File: src/design/wildcard_byte_pattern_scanner_assert.svh
// assertion helpers for the byte pattern scanner
// both expect signals named clk and rst in the including module
`ifndef WILDCARD_BYTE_PATTERN_SCANNER_ASSERT_SVH
`define WILDCARD_BYTE_PATTERN_SCANNER_ASSERT_SVH

// consequent checked in the same cycle as the antecedent
`define WBPS_ASSERT_SAME(label, ante, cons, msg) \
  label: assert property (@(posedge clk) disable iff (rst) (ante) |-> (cons)) \
    else $error(msg);

// consequent checked in the cycle after the antecedent
`define WBPS_ASSERT_NEXT(label, ante, cons, msg) \
  label: assert property (@(posedge clk) disable iff (rst) (ante) |=> (cons)) \
    else $error(msg);

`endif

File: src/design/wbps_pkg.sv
`default_nettype none

package wbps_pkg;

  // configuration port geometry
  localparam int CFG_INDEX_W = 3;
  localparam int CFG_DATA_W  = 64;

  // register indexes
  localparam logic [CFG_INDEX_W-1:0] REG_PATTERN_WORD_0 = 3'd0;
  localparam logic [CFG_INDEX_W-1:0] REG_PATTERN_WORD_1 = 3'd1;
  localparam logic [CFG_INDEX_W-1:0] REG_PATTERN_WORD_2 = 3'd2;
  localparam logic [CFG_INDEX_W-1:0] REG_PATTERN_WORD_3 = 3'd3;
  localparam logic [CFG_INDEX_W-1:0] REG_WILDCARD_MASK  = 3'd4;
  localparam logic [CFG_INDEX_W-1:0] REG_PATTERN_LENGTH = 3'd5;

  // field widths
  localparam int MASK_W           = 32;
  localparam int PATTERN_LENGTH_W = 6;
  localparam int MATCH_OFFSET_W   = 32;
  localparam int WORD_BYTES_LOG2  = 3;

  // hard ceiling on pattern positions
  localparam int LEN_LIMIT = 32;

endpackage

`default_nettype wire

File: src/design/wbps_cfg.sv
`default_nettype none

module wbps_cfg #(
  parameter  int LEN_CAP = 32,
  localparam int LEN_W   = $clog2(LEN_CAP + 1)
) (
  input  wire logic                                clk,
  input  wire logic                                rst,
  input  wire logic                                cfg_we,
  input  wire logic [wbps_pkg::CFG_INDEX_W-1:0]    cfg_index,
  input  wire logic [wbps_pkg::CFG_DATA_W-1:0]     cfg_data,
  output      logic [LEN_CAP-1:0][7:0]             apat,
  output      logic [LEN_CAP-1:0]                  amask,
  output      logic [LEN_W-1:0]                    eff_len
);

  logic [LEN_CAP-1:0][7:0]                   pat;
  logic [LEN_CAP-1:0]                        wmask;
  logic [wbps_pkg::PATTERN_LENGTH_W-1:0]     plen;

  logic [LEN_W-1:0]                          eff_len_next;
  logic [LEN_W-1:0]                          shift;
  logic [LEN_CAP-1:0][7:0]                   rev_pat;
  logic [LEN_CAP-1:0]                        rev_mask;
  logic [LEN_CAP-1:0]                        used;
  logic [LEN_CAP-1:0][7:0]                   apat_next;
  logic [LEN_CAP-1:0]                        amask_next;

  // register writes, pattern words split into bytes
  always_ff @(posedge clk) begin
    if (rst) begin
      pat   <= '0;
      wmask <= '0;
      plen  <= wbps_pkg::PATTERN_LENGTH_W'(1);
    end else if (cfg_we) begin
      for (int k = 0; k < LEN_CAP; k++) begin
        if (cfg_index == wbps_pkg::REG_PATTERN_WORD_0
                         + wbps_pkg::CFG_INDEX_W'(k >> wbps_pkg::WORD_BYTES_LOG2)) begin
          pat[k] <= cfg_data[8 * (k & 7) +: 8];
        end
      end
      if (cfg_index == wbps_pkg::REG_WILDCARD_MASK) begin
        wmask <= cfg_data[LEN_CAP-1:0];
      end
      if (cfg_index == wbps_pkg::REG_PATTERN_LENGTH) begin
        plen <= cfg_data[wbps_pkg::PATTERN_LENGTH_W-1:0];
      end
    end
  end

  // clamp length to 1..LEN_CAP
  always_comb begin
    if (plen == '0) begin
      eff_len_next = LEN_W'(1);
    end else if (plen > wbps_pkg::PATTERN_LENGTH_W'(LEN_CAP)) begin
      eff_len_next = LEN_W'(LEN_CAP);
    end else begin
      eff_len_next = LEN_W'(plen);
    end
  end

  // reverse pattern order so slot 0 lines up with the newest byte
  always_comb begin
    for (int k = 0; k < LEN_CAP; k++) begin
      rev_pat[k]  = pat[LEN_CAP-1-k];
      rev_mask[k] = wmask[LEN_CAP-1-k];
    end
  end

  // slot j of the window compares against pattern byte eff_len-1-j
  assign shift      = LEN_W'(LEN_CAP) - eff_len_next;
  assign apat_next  = rev_pat >> {shift, 3'b000};
  assign used       = {LEN_CAP{1'b1}} >> shift;
  assign amask_next = (rev_mask >> shift) | ~used;

  // aligned copy, refreshed every cycle
  always_ff @(posedge clk) begin
    apat    <= apat_next;
    amask   <= amask_next;
    eff_len <= eff_len_next;
  end

endmodule

`default_nettype wire

File: src/design/wildcard_byte_pattern_scanner.sv
// channel  | handshake                 | payload
// ---------+---------------------------+--------------------------------
// in       | in_valid / in_stall       | data_byte, region_end
// out      | out_valid / out_stall     | found, match_offset
// cfg      | cfg_we (no wait)          | cfg_index, cfg_data
//
// one item per cycle sustained while the output is not stalled; an item is
// registered in the window stage, then its result enters the output register.
// rst is synchronous and clears pattern config and scan state.
// in_stall rises only when the window stage is full and the output
// register holds a result that is stalled.
`default_nettype none

`include "wildcard_byte_pattern_scanner_assert.svh"

module wildcard_byte_pattern_scanner #(
  parameter int MAX_PATTERN_BYTES = 32,
  parameter int OFFSET_BITS       = 32
) (
  input  wire logic                                     clk,
  input  wire logic                                     rst,
  input  wire logic                                     cfg_we,
  input  wire logic [wbps_pkg::CFG_INDEX_W-1:0]         cfg_index,
  input  wire logic [wbps_pkg::CFG_DATA_W-1:0]          cfg_data,
  input  wire logic                                     in_valid,
  output      logic                                     in_stall,
  input  wire logic [7:0]                               data_byte,
  input  wire logic                                     region_end,
  output      logic                                     out_valid,
  input  wire logic                                     out_stall,
  output      logic                                     found,
  output      logic [wbps_pkg::MATCH_OFFSET_W-1:0]      match_offset
);

  localparam int LEN_CAP = (MAX_PATTERN_BYTES < wbps_pkg::LEN_LIMIT)
                           ? MAX_PATTERN_BYTES : wbps_pkg::LEN_LIMIT;
  localparam int LEN_W   = $clog2(LEN_CAP + 1);
  localparam int OFS_W   = wbps_pkg::MATCH_OFFSET_W;

  logic [LEN_CAP-1:0][7:0]  apat;
  logic [LEN_CAP-1:0]       amask;
  logic [LEN_W-1:0]         eff_len;

  // window stage
  logic [LEN_CAP-1:0][7:0]  win;
  logic                     s1_valid;
  logic                     s1_last;
  logic [OFFSET_BITS-1:0]   bytes_seen;
  logic [OFFSET_BITS-1:0]   count_base;

  // result stage
  logic                     already_found;
  logic [LEN_CAP-1:0]       byte_ok;
  logic                     win_match;
  logic                     count_ok;
  logic                     hit;
  logic                     emit;
  logic [OFFSET_BITS-1:0]   diff;

  logic                     out_free;
  logic                     s1_advance;
  logic                     in_accept;

  wbps_cfg #(
    .LEN_CAP (LEN_CAP)
  ) u_cfg (
    .clk       (clk),
    .rst       (rst),
    .cfg_we    (cfg_we),
    .cfg_index (cfg_index),
    .cfg_data  (cfg_data),
    .apat      (apat),
    .amask     (amask),
    .eff_len   (eff_len)
  );

  // flow control
  assign out_free   = !out_valid || !out_stall;
  assign s1_advance = s1_valid && out_free;
  assign in_stall   = s1_valid && !out_free;
  assign in_accept  = in_valid && !in_stall;

  // count restarts after the last byte of a region
  assign count_base = s1_last ? '0 : bytes_seen;

  // window shift and byte count
  always_ff @(posedge clk) begin
    if (in_accept) begin
      win <= {win[LEN_CAP-2:0], data_byte};
    end
  end

  always_ff @(posedge clk) begin
    if (rst) begin
      s1_valid   <= 1'b0;
      s1_last    <= 1'b0;
      bytes_seen <= '0;
    end else begin
      if (in_accept) begin
        s1_valid   <= 1'b1;
        s1_last    <= region_end;
        bytes_seen <= (count_base == '1) ? count_base
                                         : count_base + OFFSET_BITS'(1);
      end else if (s1_advance) begin
        s1_valid <= 1'b0;
      end
    end
  end

  // masked compare of every window slot
  always_comb begin
    for (int j = 0; j < LEN_CAP; j++) begin
      byte_ok[j] = amask[j] || (win[j] == apat[j]);
    end
  end

  assign win_match = &byte_ok;
  assign count_ok  = bytes_seen >= OFFSET_BITS'(eff_len);
  assign hit       = !already_found && count_ok && win_match;
  assign emit      = hit || (s1_last && !already_found);
  assign diff      = bytes_seen - OFFSET_BITS'(eff_len);

  // first-match flag, cleared at region end
  always_ff @(posedge clk) begin
    if (rst) begin
      already_found <= 1'b0;
    end else if (s1_advance) begin
      if (s1_last) begin
        already_found <= 1'b0;
      end else if (hit) begin
        already_found <= 1'b1;
      end
    end
  end

  // output register
  always_ff @(posedge clk) begin
    if (rst) begin
      out_valid <= 1'b0;
    end else if (s1_advance) begin
      out_valid <= emit;
    end else if (!out_stall) begin
      out_valid <= 1'b0;
    end
  end

  always_ff @(posedge clk) begin
    if (s1_advance && emit) begin
      found        <= hit;
      match_offset <= hit ? OFS_W'(diff) : '0;
    end
  end

  // checks
  `WBPS_ASSERT_SAME(a_stall_cause, in_stall, s1_valid && out_valid && out_stall, "input stalled without a blocked result")
  `WBPS_ASSERT_SAME(a_count_live, s1_valid, bytes_seen != '0, "item in window stage with zero byte count")
  `WBPS_ASSERT_SAME(a_miss_offset, out_valid && !found, match_offset == '0, "not-found item carries an offset")
  `WBPS_ASSERT_NEXT(a_flag_track, s1_advance && hit, already_found != $past(s1_last), "match flag not updated after a hit")

endmodule

`default_nettype wire

File: config.mk
export PLATFORM = sky130hd
export DESIGN_NAME = wildcard_byte_pattern_scanner
export DESIGN_NICKNAME = d
export VERILOG_FILES = /design/src/design/wbps_pkg.sv /design/src/design/wbps_cfg.sv /design/src/design/wildcard_byte_pattern_scanner.sv
export VERILOG_INCLUDE_DIRS = /design/src /design/src/design
export SDC_FILE = /design/constraint.sdc
export NUM_CORES = 2
export LEC_CHECK = 0
export ABC_CLOCK_PERIOD_IN_PS = 12130
export BUFFER_PORTS_ARGS = -buffer_cell sky130_fd_sc_hd__buf_4
export CAP_MARGIN = 20
export CORE_UTILIZATION = 45
export CTS_CLUSTER_DIAMETER = 100
export DETAILED_ROUTE_END_ITERATION = 12
export PLACE_DENSITY_LB_ADDON = 0.15
export SYNTH_ARGS = -nofsm -noshare
export SYNTH_HDL_FRONTEND = slang
export SYNTH_SLANG_ARGS = --single-unit
File: constraint.sdc
create_clock -name clk -period 12.13 [get_ports clk]
set_clock_uncertainty 0.05 [all_clocks]
set_input_delay 2.426 -clock clk [delete_from_list [all_inputs] [get_ports clk]]
set_output_delay 2.426 -clock clk [all_outputs]
set_load 0.01 [all_outputs]
## Yosys cells after proc, flatten, opt, wreduce, memory -nomap -nowiden

Index checks and enable logic that the tools add are counted.

- Bits in registers: 913
- Output and inout bits: 35

- $add $sub $neg: 3
- $lt $le $gt $ge: 2
- Equal/unequal tests: 39
- Shift operators: 3
- Mux-type cells: 10
- Bitwise operators: 2
- Reductions and logical operators: 58

Operators by type and width:

| operator | number |
|---|---|
| $eq A8 B8 Y1 | 32 |
| $shr A256 B9 Y256 | 1 |
| $mux W32 | 2 |
| $logic_or A1 B1 Y1 | 34 |
| $add A32 B1 Y32 const B | 1 |
| $eq A32 B32 Y1 const B | 1 |
| $ge A32 B6 Y1 | 1 |
| $not A32 Y32 | 1 |
| $or A32 B32 Y32 | 1 |
| $reduce_and A32 Y1 | 1 |
| $shr A32 B6 Y32 | 1 |
| $shr A32 B6 Y32 const A | 1 |
| $sub A32 B6 Y32 | 1 |
| $reduce_and A2 Y1 | 7 |
| $mux W6 | 2 |
| $logic_and A1 B1 Y1 | 7 |
| $eq A3 B2 Y1 const B | 2 |
| $eq A3 B3 Y1 const B | 2 |
| $gt A6 B6 Y1 const B | 1 |
| $logic_not A6 Y1 | 1 |
| $mux W1 | 6 |
| $sub A6 B6 Y6 const A | 1 |
| $logic_not A1 Y1 | 5 |
| $reduce_bool A2 Y1 | 2 |
| other kinds (3) | 3 |

## Longest topological paths before layout

- Depth in word-level cells: 7
- Gate-level depth with buffers: 18

## Hierarchy

A second synthesis with hierarchy kept.

- Cell total of the unflattened synthesis: 5,101
- Area total of the unflattened synthesis: 48,311.3 um^2

Modules (own cells, without submodules):

| module | times used | cells an instance | area an instance (um^2) | seq. area each (um^2) |
|---|---|---|---|---|
| wbps_cfg | 1 | 4,034 | 33,863.7 | 11,771.3 |
| wildcard_byte_pattern_scanner | 1 | 1,067 | 14,447.6 | 9,399.0 |

## Least setup slack after synthesis

Ideal clock, no wire load.

- Kind: in2reg
- Start point: in out_stall
- End point: reg bytes_seen[19]
- Setup time: 128 ps
- Arrival: 10,286 ps
- Path slack: 1,666 ps
- Cell stages on the path: 8
- Cell sequence: nand3_1 -> nand2_1 -> clkinv_1 -> nand2_1 -> clkbuf_1 -> nand2_1 -> xnor2_1 -> nor2_1

- Cells in the longest elaborated chain, start to end: 6

Ends and longest elaborated chain:

| element | RTL line | text |
|---|---|---|
| start, declared | wildcard_byte_pattern_scanner.sv:30 | `input wire logic out_stall,` |
| $logic_not A1 Y1 | n/a |  |
| $logic_or A1 B1 Y1 | wildcard_byte_pattern_scanner.sv:78 | `assign out_free = !out_valid \|\| !out_stall;` |
| $logic_not A1 Y1 | wildcard_byte_pattern_scanner.sv:80 | `assign in_stall = s1_valid && !out_free;` |
| $logic_and A1 B1 Y1 | wildcard_byte_pattern_scanner.sv:80 |  |
| $logic_not A1 Y1 | wildcard_byte_pattern_scanner.sv:81 | `assign in_accept = in_valid && !in_stall;` |
| $logic_and A1 B1 Y1 | wildcard_byte_pattern_scanner.sv:81 |  |
| via in_accept | wildcard_byte_pattern_scanner.sv:62 | `logic in_accept;` |
| end signal, assigned | wildcard_byte_pattern_scanner.sv:102 | `bytes_seen <= (count_base == '1) ? count_base` |
| end, declared | wildcard_byte_pattern_scanner.sv:48 | `logic [OFFSET_BITS-1:0] bytes_seen;` |

The timed path passes the listed nets, and every way through them passes these cells.
A chain may end at the register's enable or synchronous reset.

## Final worst setup path

- Start point: in out_stall
- End point: out in_stall

- Cells in the longest elaborated chain, start to end: 4

Ends and longest elaborated chain:

| element | RTL line | text |
|---|---|---|
| $logic_not A1 Y1 | n/a |  |
| $logic_or A1 B1 Y1 | wildcard_byte_pattern_scanner.sv:78 |  |
| $logic_not A1 Y1 | wildcard_byte_pattern_scanner.sv:80 |  |
| $logic_and A1 B1 Y1 | wildcard_byte_pattern_scanner.sv:80 |  |
| end, declared | wildcard_byte_pattern_scanner.sv:26 | `output logic in_stall,` |

No other way between the ends.

==> flow_metrics.tcl <==
set metrics [dict create \
    crit_path_end_kind "output pin" \
    syn_avg_cell_area_sq_um 10.7 \
    reg2reg_from "u_cfg.plen[2]" \
    antenna_left 0 \
    fin_crit_ns 5.31 \
    grtUsageMet2_pct 46.0 \
    power.density_mw_per_mm2 144 \
    setup-violations-final 0 \
    yosysUniqueCellTypes 71 \
    switchingPower_mw 1.78 \
    synth.mux.area_fraction_pct 19.3 \
    cts_root_buf "clkbuf_16" \
    wl_mm 155 \
    grt_pass1_wl_mm 222 \
    hp-class "reg2reg" \
    dp_hpwl_mm 113 \
    slew_headroom_pct 27.1 \
    fin_crit_sh_pct 43.8 \
    postPlaceCellArea_sq_mm 0.0458 \
    ioPinCount 116 \
    hold_viol 0 \
    cap_violations 0 \
    synth_top_family_by_area "multiplexers" \
    cp_max_fo 3 \
    syn_nets 4203 \
    hold_buffers 0 \
    vias 33600 \
    synth_area_sq_mm 0.0441 \
    crit_arrival_ns 2.84 \
    drc_errors 8 \
    place_congestion 0.987 \
    synth_compound_area_share_pct 10.3 \
    dieArea_sq_mm 0.0992 \
    synth-adder-area-share_pct 0.358 \
    rsz0062_at_grt "false" \
    critPathLaunchType "primary input" \
    start_util_pct 45.5 \
    ff2ff_path_depth 12 \
    ys_seq_elements 913 \
    row_count 114 \
    peakVddDrop_uv 117 \
    slew_violations 0 \
    power_frac_comb_pct 8.1 \
    final_cells 5431 \
    layout-drive-gt1-share_pct 16.2 \
    grtUsageMet1_pct 44.1 \
    worstSetupPathType "in2out" \
    tightest_slew_ns 1.09 \
    use_met3_pct 6.26 \
    grt_pass1_vias 31000 \
    synth_flop_cell "dfxtp_1" \
    cp_common_cell "buf_4" \
    synth-simple-area-share_pct 13.1 \
    wire_per_inst_um 28.6 \
    cts_tree "built" \
    drtIter0Drc 4430 \
    grt_max_degree 187 \
    cp_slowest_stage_delay_ns 0.13 \
    holdWs_ns 0.404 \
    required_ns 9.65 \
    synth_cells 4110 \
    reg2reg_to "u_cfg.apat[30]" \
    num-nets-final 4160 \
    power.internal_mw 5.34 \
    cp-endpoint "in_stall" \
    insertion_delay_ns 0.70 \
    final_core_util_pct 50.9 \
    die_h_um 315 \
    cts_inserted_buffers 98 \
    p_leak_nw 16.9 \
    slowest_stage "buf_4" \
    max-clock-path-buffers 3 \
    crit_chain "buf_4, nand3_1, inv_1, buf_4" \
    grt_overflow 0 \
    fin_area_sq_mm 0.0493 \
    critPathLaunch "out_stall" \
    dp.cells 5242 \
    cts_resized 0 \
    p_clk_share_pct 45.1 \
    clkTransAtPathRegs_ns 0.06 \
    fmax_mhz 188 \
    async_reset_ff_share_pct 0 \
    htree_levels 3 \
    die_w_um 315 \
    swShare_pct 25.0 \
    synth-xor-area-share_pct 5.82 \
    synth_edf_count 289 \
    syn_to_final_growth_pct 11.8 \
    postCtsSetupBuffers 0 \
    grtUsageTotal_pct 30.9 \
    grt.busiest_layer "met2" \
    core_area_sq_mm 0.0969 \
    finalSetupTns_ns 0 \
    clock-sinks 913 \
    seq_area_frac_synth_pct 48.0 \
    drt_pass1_iterations 10 \
    synth_warnings 0 \
    r2r_slack_ns 6.85 \
    via_per_inst 6.18 \
    violations "design-rule violations" \
    power_frac_seq_pct 46.9 \
    outcome "finished, violations left" \
    antenna_found_initial 12 \
    io_buffers 115 \
]
## synthesized netlist by cell type, drive strengths merged, types with 21 or more instances
cell | number | share of area, %
a211oi | 40 | 0.85
a21oi | 400 | 4.5
a221oi | 37 | 0.74
a222oi | 22 | 0.50
a22o | 27 | 0.54
and2 | 42 | 0.60
and3 | 24 | 0.34
buf | 75 | 1.0
clkbuf | 231 | 2.0
dfxtp | 624 | 28
edfxtp | 289 | 20
inv | 22 | 0.19
mux2 | 50 | 1.3
mux2i | 261 | 5.9
mux4 | 236 | 12
nand2 | 766 | 6.5
nand3 | 47 | 0.56
nor2 | 180 | 1.5
nor2b | 29 | 0.41
nor3 | 32 | 0.56
nor4 | 83 | 1.3
o21ai | 103 | 1.2
o221ai | 24 | 0.48
o22a | 27 | 0.54
xnor2 | 21 | 0.42
xor2 | 272 | 5.4
## final cells by class
cell class / instances / area [sq um]
Antenna cell: 3 / 7.51
Sequential cell: 913 / 21200
Multi-Input combinational cell: 2868 / 21700
Timing Repair Buffer: 163 / 1280
Clock buffer: 141 / 2920
Fill cell: 8700 / 47600
Clock inverter: 44 / 527
Inverter: 23 / 101
Tap cell: 1276 / 1600
## layer usage
layer	part of all wire, %	wire (um)
met5	0.017	27
met4	3.9	6100
met3	9.7	15000
met2	44	68300
met1	42	65700
## power by group through the flow
stage / Sequential [mW] / Combinational [mW] / Clock [mW]
6_report: 3.33 / 0.574 / 3.21
3_5_place_dp: 3.40 / 0.563 / 0
4_1_cts: 3.33 / 0.565 / 3.23
5_1_grt: 3.34 / 0.602 / 3.35
3_3_place_gp: 3.39 / 0.563 / 0
2_1_floorplan: 3.37 / 0.361 / 0
## per-stage QoR
step	setup slack, ns	total power, mW
5_1_grt	6.45	7.29
4_1_cts	6.81	7.13
3_3_place_gp	6.82	3.96
3_5_place_dp	6.79	3.96
6_report	6.82	7.11
2_1_floorplan	1.67	3.73
## cells by family (layout without fill, tap and decap cells)
kind of cell | count (synthesis) | count (layout)
flip-flops | 913 | 913
AO/OA/AOI/OAI | 736 | 736
other | 0 | 3
XOR/XNOR | 293 | 293
multiplexers | 547 | 547
buffers and inverters | 329 | 371
AND/OR/NAND/NOR | 1280 | 1280
adder cells (fa/ha/maj) | 12 | 12
## sequential cells by signal, summed over array words and instances, names as in the netlist
signal,cells
already_found,1
bytes_seen,32
found,1
match_offset,32
out_valid,1
s1_last,1
s1_valid,1
u_cfg.amask,32
u_cfg.apat,256
u_cfg.eff_len,6
u_cfg.pat,256
u_cfg.plen,6
u_cfg.wmask,32
win,256
## worst min path at each step
stage                        start             end  slack [ns]  cells after the start
global route               win[38]         win[46]        0.42                      0
finish              u_cfg.pat[253]  u_cfg.pat[253]        0.40                      2
floorplan           u_cfg.pat[248]  u_cfg.pat[248]        0.38                      2
CTS                 u_cfg.pat[253]  u_cfg.pat[253]        0.40                      2
detailed placement  u_cfg.pat[253]  u_cfg.pat[253]        0.40                      2
global placement    u_cfg.pat[253]  u_cfg.pat[253]        0.39                      2
## worst max-delay path: cells and delay by family
family,cells,cell delay [ns]
buf+inv,3,0.30
simple gates,1,0.11
## cell usage in the layout, fill, tap and decap left out, types with 15 or more instances in the layout
master,count
o21ai_1,30
mux2i_1,261
o221ai_1,24
o21ai_0,72
and3_1,24
xor2_1,272
clkbuf_1,21
edfxtp_1,289
clkinv_2,18
a31oi_1,18
inv_1,21
a211oi_1,26
a221oi_1,37
mux4_2,236
mux2_2,50
nor3_2,19
a222oi_1,22
o31ai_1,15
dfxtp_1,624
nand2_1,760
a22o_1,27
xnor2_1,21
and2_1,42
clkbuf_16,106
nor4_1,80
buf_4,159
nor2b_1,29
o22a_1,27
nor2_1,174
nand3_1,44
nand4_1,17
a21oi_1,399
Note: power is estimated with default switching activity, not from simulation.
